`config.mk`:
```
export PLATFORM = sky130hd
export DESIGN_NAME = rsi_fifo
export DESIGN_NICKNAME = d
export VERILOG_FILES = /design/src/hw/rtl/rsi_pkg.sv /design/src/hw/rtl/rsi_fifo.sv
export SDC_FILE = /design/constraint.sdc
export NUM_CORES = 1
export LEC_CHECK = 0
export ABC_AREA = 0
export BUFFER_PORTS_ARGS = -buffer_cell sky130_fd_sc_hd__buf_2
export CELL_PAD_IN_SITES_DETAIL_PLACEMENT = 1
export CELL_PAD_IN_SITES_GLOBAL_PLACEMENT = 2
export CORE_MARGIN = 8
export CORE_UTILIZATION = 40
export CTS_BUF_LIST = sky130_fd_sc_hd__clkbuf_8
export DETAILED_ROUTE_END_ITERATION = 16
export PLACE_DENSITY = 0.74
export SLEW_MARGIN = 20
export SYNTH_ARGS = -nofsm -noshare
export SYNTH_HDL_FRONTEND = slang
export SYNTH_SLANG_ARGS = --single-unit
```
`constraint.sdc`:
```
create_clock -name clk -period 1.7 [get_ports clk]
set_input_delay 0.425 -clock clk [delete_from_list [all_inputs] [get_ports clk]]
set_output_delay 0.425 -clock clk [all_outputs]
set_load 0.01 [all_outputs]
```
`src/hw/rtl/rsi_pkg.sv`:
```
// ----------------------------------------------------------------------------
// rsi_pkg: shared types and constants of the ray/sphere intersection block
// Stream widths, the work item handed from the front end to the back end,
// queue status, and the magnitude helper used on both sides.
// ----------------------------------------------------------------------------
package rsi_pkg;

	// stream widths (whole bytes), result pad width and queue depth
	localparam int unsigned IN_W       = 224;
	localparam int unsigned OUT_W      = 88;
	localparam int unsigned OUT_PAD_W  = 7;
	localparam int unsigned FIFO_DEPTH = 4;

	// field widths
	localparam int unsigned COORD_W = 32;
	localparam int unsigned RAD_W   = 31;
	localparam int unsigned TIME_W  = 32;
	localparam int unsigned NORM_W  = 16;

	// classified ray handed to the back end
	typedef struct packed {
		logic                        live;  // still a candidate hit
		logic [127:0]                q;     // quarter discriminant m^2 - a*c
		logic [63:0]                 m;     // -(S.D)
		logic [63:0]                 c;     // |S|^2 - r^2
		logic [2:0][COORD_W-1:0]     s;     // start, two's complement
		logic [2:0][COORD_W-1:0]     d;     // direction, two's complement
	} ray_work_t;

	typedef struct packed {
		logic full;
		logic empty;
	} fifo_stat_t;

	// magnitude of a two's complement word, as unsigned
	function automatic logic [COORD_W-1:0] mag32(input logic [COORD_W-1:0] v);
		return v[COORD_W-1] ? (COORD_W'(0) - v) : v;
	endfunction

endpackage

```
`src/hw/rtl/rsi_fifo.sv`:
```
// ----------------------------------------------------------------------------
// rsi_fifo: short request queue between front end and back end
// Register array with read and write pointers and a fill count; the head
// entry is presented combinationally.
// ----------------------------------------------------------------------------
module rsi_fifo #(
	parameter int unsigned DEPTH = rsi_pkg::FIFO_DEPTH,
	parameter int unsigned W     = 8
) (
	input  logic                clk,
	input  logic                arst_n,
	input  logic                push,
	input  logic [W-1:0]        push_data,
	input  logic                pop,
	output logic [W-1:0]        pop_data,
	output rsi_pkg::fifo_stat_t stat
);

	localparam int unsigned AW = $clog2(DEPTH);
	localparam int unsigned CW = $clog2(DEPTH + 1);

	logic [W-1:0]  mem_q [DEPTH];
	logic [AW-1:0] wr_q;
	logic [AW-1:0] rd_q;
	logic [CW-1:0] cnt_q;
	logic          do_push;
	logic          do_pop;

	assign stat.full  = (cnt_q == CW'(DEPTH));
	assign stat.empty = (cnt_q == '0);
	assign do_push    = push && !stat.full;
	assign do_pop     = pop && !stat.empty;
	assign pop_data   = mem_q[rd_q];

	// store the incoming request
	always_ff @(posedge clk) begin
		if (do_push) begin
			mem_q[wr_q] <= push_data;
		end
	end

	// advance pointers and count
	always_ff @(posedge clk or negedge arst_n) begin
		if (!arst_n) begin
			wr_q  <= '0;
			rd_q  <= '0;
			cnt_q <= '0;
		end else begin
			if (do_push) begin
				wr_q <= (wr_q == AW'(DEPTH - 1)) ? '0 : wr_q + 1'b1;
			end
			if (do_pop) begin
				rd_q <= (rd_q == AW'(DEPTH - 1)) ? '0 : rd_q + 1'b1;
			end
			if (do_push && !do_pop) begin
				cnt_q <= cnt_q + 1'b1;
			end else if (do_pop && !do_push) begin
				cnt_q <= cnt_q - 1'b1;
			end
		end
	end

endmodule

```
==> results of run 1 <==
-- synth_stat cells --
library cell,count
sky130_fd_sc_hd__and2_2,4
sky130_fd_sc_hd__buf_1,1
sky130_fd_sc_hd__buf_2,1
sky130_fd_sc_hd__buf_6,1
sky130_fd_sc_hd__dfrtp_1,7
sky130_fd_sc_hd__edfxtp_1,32
sky130_fd_sc_hd__fa_1,1
sky130_fd_sc_hd__ha_1,6
sky130_fd_sc_hd__inv_1,3
sky130_fd_sc_hd__mux2_2,3
sky130_fd_sc_hd__mux2_4,2
sky130_fd_sc_hd__mux4_2,8
sky130_fd_sc_hd__nand2b_4,1
sky130_fd_sc_hd__nor2_1,3
sky130_fd_sc_hd__nor2b_2,1
sky130_fd_sc_hd__nor3_1,1
sky130_fd_sc_hd__nor3b_4,1
sky130_fd_sc_hd__xnor2_1,1
sky130_fd_sc_hd__xor2_1,2
-- metal layers --
layer  wire length, um  vias up  GRT usage, %  part of all wire [%]
li1                  -      372             -                     -
met1              1180      427         11.65                    39
met2              1659       15         17.52                    54
met3               148        6         5.068                   4.8
met4                75        0         6.296                   2.4
met5                 0        -             0                     0
-- cells by family (layout without fill, tap and decap cells) --
kind of cell	after synthesis	after routing	share of synthesized area, %
mux	13	13	15.06
simple gates	11	11	5.405
buf+inv	6	44	1.930
fa+ha+maj	7	7	5.869
flops	39	39	70.12
xor+xnor	3	3	1.622
-- layout make-up --
class	count	area [um^2]
repair buffers	33	259.0
clock buffers	5	68.82
clock inverters	3	38.79
inverters	3	11.26
multi-input cells	34	479.2
fillers	366	1883
flip-flops and latches	39	1140
well taps	50	62.56
-- flip-flops by register name, summed over array words and instances (netlist names) --
register,flops
rd_q,2
mem_q,32
wr_q,2
cnt_q,3
-- power by group through the flow --
stage          Combinational, mW  Sequential [mW]  Clock [mW]
3_5_place_dp                1.25             1.50           0
3_3_place_gp                1.21             1.48           0
4_1_cts                     1.41             1.49       0.759
6_report                    1.49             1.48       0.741
2_1_floorplan              0.852             1.44           0
5_1_grt                     1.64             1.51       0.796
-- through the flow --
stage,hold slack [ns],setup slack [ns],utilization (%),instances,setup TNS (ns)
final,0.3518,-0.2144,52.24,167,-1.781
after global routing,0.3402,-0.2698,52.24,167,-2.423
after CTS,0.3351,-0.2370,51.38,166,-1.943
after detailed placement,0.2735,-0.1603,47.00,155,-0.2471
after global placement,0.2695,-0.05686,47.00,155,-0.08791
after floorplan,0.1294,-0.1731,-,79,-0.3279
-- path summary, 6_finish.rpt --
check	cells after the start	end	start	slack (ns)
max	3	pop_data[5]	rd_q[0]	-0.21
min in group asynchronous	2	cnt_q[0]	arst_n	0.50
max reg2reg	7	cnt_q[1]	cnt_q[0]	-0.15
max in group asynchronous	2	rd_q[1]	arst_n	1.03
min reg2reg	1	wr_q[1]	wr_q[1]	0.59
min	1	mem_q[2][3]	push_data[3]	0.35
-- worst max-delay path: stages, from the launching register on --
cell,delay (ns)
sky130_fd_sc_hd__dfrtp_1,0.38
sky130_fd_sc_hd__buf_6,0.15
sky130_fd_sc_hd__mux4_2,0.52
sky130_fd_sc_hd__buf_6,0.14
-- timing repair --
| action | CTS | global route |
|---|---|---|
| setup buffers | 2 | 1 |
| pin swaps | 4 | 5 |
| gates resized for setup | 9 | 5 |
| setup endpoints to repair | 10 | 10 |
| hold endpoints to repair | 7 | 0 |
| hold buffers | 1 | 0 |
==> qor_table.md, run 1 <==
| Metric | Value |
|:---|:---|
| Endpoint required time on the critical path | 1.27 ns |
| NetSw | 1.092 mW |
| Number of vias per cell | 4.910 |
| Cell area after technology mapping | 1620 um^2 |
| Total Power | 3.710 mW |
| Antenna violations before repair | 0 |
| Synth top area cells | sky130_fd_sc_hd__edfxtp_1, sky130_fd_sc_hd__mux4_2, sky130_fd_sc_hd__dfrtp_1 |
| Design Area, Final | 2059 um^2 |
| Highest clock rate | 522.4 MHz |
| Comb power frac | 40.2% |
| Arrival time of the worst setup path | 1.49 ns |
| Final RePlAce weighted congestion | 0.6861 |
| GR Util All Layers | 10.96% |
| Internal Power | 2.618 mW |
| Synth Net Count | 98 |
| Path class of the lowest-slack min-delay path | in -> reg |
| Total gr overflow | 0 |
| Count of antenna diodes in the layout | 0 |
| Share of final-layout standard cells stronger than drive strength 1 | 56.41% |
| DP Wirelength | 2093 um |
| Final Cycle Share | 112.6% |
| Number of global-route vias before repair | 952 |
| Share of synthesized area occupied by flip-flops and latches | 70.12% |
| Net Sw Frac | 29.44% |
| First-pass GRT wire length | 5002 um |
| Maximum clock insertion buffer count | 2 |
| Die width | 79.65 um |
| DRC errors left | 0 |
| Power Dens Cells | 1801 nW/um^2 |
| Most used cells in the layout excluding fill and tap cells | sky130_fd_sc_hd__edfxtp_1, sky130_fd_sc_hd__buf_2, sky130_fd_sc_hd__buf_6 |
| Clk_lat worst skew | 0.29 ns |
| Number of H-tree branching levels | 2 |
| Biggest fanout along the worst timing path | 5 |
| Violations in the final reports | setup timing |
| Worst Path Class, Setup | reg -> out |
| Largest net degree at the start of global routing | 13 |
| Number of CTS-inserted buffers | 5 |
| LEAKAGE | 0.7867 nW |
| Pins Over Slew Limit | 0 |
| Cell Rows | 23 |
| Sink count of the clock tree | 39 |
| Routed Antenna Nets | 0 |
| CP Capture Type | output pin |
| Total setup violations reported at the end of the flow | 10 |
| Area leader, netlist | sky130_fd_sc_hd__edfxtp_1 |
| Setup repair after global routing missed its margin | true |
| CTS tree | yes |
| Final critical-path required period | 1.914 ns |
| Count of boundary I/O pins | 22 |
| Final net count | 135 |
| Cells after synthesis | 79 |
| Flop pwr share | 39.8% |
| Die Footprint | 6343 um^2 |
| Share of Yosys cell area claimed by the top area cell type | 59.31% |
| Worst-case clock skew | 0.003802 ns |
| Starting density of the core | 41.10% |
| Final Hold Fails | 0 |
| Worst VDD drop | 0.7277 mV |
| Die boundary height | 79.65 um |
| Number of register bits inferred by synthesis | 39 |
| Clk slew on worst S/H paths | 0.07 ns |
| Core area | 3943 um^2 |
| DR iter-0 viols | 66 |
| Number of I/O port buffers | 21 |
| Smallest setup slack after layout | -0.2144 ns |
| Area growth syn-to-layout | 27.10% |
| Average cell area after synthesis | 20.51 um^2 |
| # Max-Cap Violations | 0 |
| Total Wirelength | 3063 um |
| Drt pass-1 iters | 4 |
| Clock share of power | 20.0% |
| Nature of the critical path startpoint | flip-flop |
| Via Count | 820 |
| Distinct cells, synth | 19 |
| Max-slew headroom | 82.76% |
| Outcome | finished, violations left |
| Worst Max-Slew Pin Slew | 0.2587 ns |
| Most frequent standard cell in the layout excluding fill and tap cells | sky130_fd_sc_hd__edfxtp_1 |
| Post-DP Area | 1853 um^2 |
| Ys Warns | 0 |
| Root buffer selected by CTS | sky130_fd_sc_hd__clkbuf_8 |
| Wirelength per Cell | 18.34 um |
No activity file was read; power rests on OpenSTA's default activity.
==> run 2: changes to the inputs <==
--- a/config.mk
+++ b/config.mk
@@ -13,6 +13,7 @@
 export CORE_UTILIZATION = 40
 export CTS_BUF_LIST = sky130_fd_sc_hd__clkbuf_8
 export DETAILED_ROUTE_END_ITERATION = 16
+export MAX_ROUTING_LAYER = met4
 export PLACE_DENSITY = 0.74
 export SLEW_MARGIN = 20
 export SYNTH_ARGS = -nofsm -noshare
==> qor_table.md, run 2 (same netlist as run 1, synthesis figures left out) <==
| Metric | Value | Delta |
|:---|:---|:---|
| Outcome | finished, violations left |  |
| Violations in the final reports | setup timing |  |
| CP Capture Type | output pin |  |
| Final Hold Fails | 0 | unchanged |
| Worst Path Class, Setup | reg -> out |  |
| Regs by FF count | mem_q x32, cnt_q x3 |  |
| Maximum single-stage delay on the critical path | 0.52 ns | about the same |
| First-pass GRT wire length | 5009 um | +0.14% |
| # Max-Cap Violations | 0 | unchanged |
| Nature of the critical path startpoint | flip-flop |  |
| Number of I/O port buffers | 21 | unchanged |
| Design Area, Final | 2059 um^2 | unchanged |
| Starting density of the core | 41.10% | unchanged |
| Power Dens Cells | 1803 nW/um^2 | +0.11% |
| Drt pass-1 iters | 4 | unchanged |
| Register bank with the most flops | mem_q |  |
| Number of global-route vias before repair | 952 | unchanged |
| Post-DP Area | 1853 um^2 | unchanged |
| Critical Path Most Common Cell | sky130_fd_sc_hd__buf_6 |  |
| Worst path top cell family by delay | multiplexers |  |
| Cell with the biggest individual delay on the critical path | sky130_fd_sc_hd__mux4_2 |  |
| Non-Filler Instances | 167 | unchanged |
| Biggest fanout along the worst timing path | 5 | unchanged |
| Highest clock rate | 522.0 MHz | about the same |
| Total gr overflow | 0 | unchanged |
| Setup slack after placement | -0.1603 ns | unchanged |
| DR iter-0 viols | 63 | -4.5% |
| Count of filler cells inserted in the layout | 366 | unchanged |
| Die Footprint | 6343 um^2 | unchanged |
| Number of vias per cell | 4.928 | +0.37% |
| DP Wirelength | 2093 um | unchanged |
| CTS tree | yes |  |
| Most used cells in the layout excluding fill and tap cells | sky130_fd_sc_hd__edfxtp_1, sky130_fd_sc_hd__buf_2, sky130_fd_sc_hd__buf_6 |  |
| Worst-case clock skew | 0.006128 ns | +0.002326 ns |
| Sequence of cells on the critical path | buf_6, mux4_2, buf_6 |  |
| Cell Rows | 23 | unchanged |
| DRC errors left | 0 | unchanged |
| Smallest setup slack after layout | -0.2157 ns | -0.001342 ns |
| Number of CTS-inserted buffers | 5 | unchanged |
| Die width | 79.65 um | unchanged |
| Clk slew on worst S/H paths | 0.08 ns | about the same |
| Sink count of the clock tree | 39 | unchanged |
| Area growth syn-to-layout | 27.10% | unchanged |
| Arrival time of the worst setup path | 1.49 ns | about the same |
| Total Wirelength | 3063 um | unchanged |
| GR Util All Layers | 11.33% | +0.37 points |
| Most frequent standard cell in the layout excluding fill and tap cells | sky130_fd_sc_hd__edfxtp_1 |  |
| Number of H-tree branching levels | 2 | unchanged |
| Maximum clock insertion buffer count | 2 | unchanged |
| Final critical-path required period | 1.916 ns | +0.001342 ns |
| Final standard cell utilization of the core | 52.24% | unchanged |
| LEAKAGE | 0.7867 nW | unchanged |
| Antenna violations before repair | 0 | unchanged |
| Largest net degree at the start of global routing | 13 | unchanged |
| Final RePlAce weighted congestion | 0.6932 | +1.0% |
| Share of final-layout standard cells stronger than drive strength 1 | 56.41% | unchanged |
| Clk_lat worst skew | 0.29 ns | about the same |
| Final Cycle Share | 112.7% | about the same |
| Pins Over Slew Limit | 0 | unchanged |
| Worst path buffer plus inverter count | 2 | unchanged |
| Count of antenna diodes in the layout | 0 | unchanged |
| Count of boundary I/O pins | 22 | unchanged |
| Die boundary height | 79.65 um | unchanged |
| Endpoint required time on the critical path | 1.27 ns | about the same |
| Worst VDD drop | 0.7368 mV | +1.2% |
| Max FFs per register | 32 | unchanged |
| Root buffer selected by CTS | sky130_fd_sc_hd__clkbuf_8 |  |
| Core area | 3943 um^2 | unchanged |
| Final net count | 135 | unchanged |
| Max-slew headroom | 82.83% | about the same |
| Via Count | 823 | +0.37% |
| Setup repair after global routing missed its margin | true |  |
| Worst Max-Slew Pin Slew | 0.2575 ns | -0.001153 ns |
| Wirelength per Cell | 18.34 um | unchanged |
| Total Power | 3.714 mW | +0.11% |
| Cell count after placement | 155 | unchanged |
| Total setup violations reported at the end of the flow | 10 | unchanged |
| Routed Antenna Nets | 0 | unchanged |
| Path class of the lowest-slack min-delay path | in -> reg |  |
[run 2: power breakdown]
part	leakage, nW	switching (mW)	total (mW)	internal (mW)
logic	0.359	0.607	1.49	0.885
clock network	0.0556	0.317	0.747	0.429
registers	0.372	0.173	1.48	1.30
total	0.787	1.10	3.71	2.62
[run 2: final timing paths]
kind	from	slack, ns	endpoint	cells after the start
setup / recovery	rd_q[0]	-0.22	pop_data[5]	3
hold / removal	push_data[6]	0.35	mem_q[2][6]	1
setup reg to reg	cnt_q[0]	-0.15	cnt_q[1]	7
hold reg to reg	wr_q[1]	0.58	wr_q[1]	1
max in group asynchronous	arst_n	1.03	rd_q[1]	2
min in group asynchronous	arst_n	0.49	cnt_q[0]	2
[run 2: worst reg2reg max path: cells and delay by family (launching register included)]
| family | cells | cell delay, ns |
|---|---|---|
| fa+ha+maj | 2 | 0.58 |
| buf+inv | 2 | 0.20 |
| flops | 1 | 0.44 |
| mux | 1 | 0.26 |
| simple gates | 2 | 0.27 |
[run 2: repair_timing]
| item | in CTS | in global routing |
|---|---|---|
| buffers inserted | 2 | 1 |
| setup endpoints to repair | 10 | 10 |
| hold endpoints to repair | 7 | 0 |
| pin swaps | 4 | 5 |
| gates resized for setup | 9 | 5 |
| hold buffers | 1 | 0 |
[run 2: layout make-up]
| cell class | count | area, um^2 | share of cell area [%] |
|---|---|---|---|
| Multi-Input combinational cell | 34 | 479.2 | 23.27 |
| Inverter | 3 | 11.26 | 0.5468 |
| Timing Repair Buffer | 33 | 259.0 | 12.58 |
| Clock buffer | 5 | 68.82 | 3.341 |
| Sequential cell | 39 | 1140 | 55.35 |
| Clock inverter | 3 | 38.79 | 1.883 |
| Tap cell | 50 | 62.56 | 3.038 |
[run 2: layer usage]
metal	part of all wire, %	wire (um)	track usage [%]
met5	0	0	-
met1	40	1222	12.07
met3	4.4	134	4.730
met2	53	1628	17.44
met4	2.5	78	6.296
[run 2: through the flow]
| stage | setup TNS (ns) | hold slack, ns |
|---|---|---|
| 2_1_floorplan | -0.3279 | 0.1294 |
| 3_3_place_gp | -0.08791 | 0.2695 |
| 3_5_place_dp | -0.2471 | 0.2735 |
| 4_1_cts | -1.943 | 0.3351 |
| 5_1_grt | -2.441 | 0.3390 |
| 6_report | -1.808 | 0.3486 |
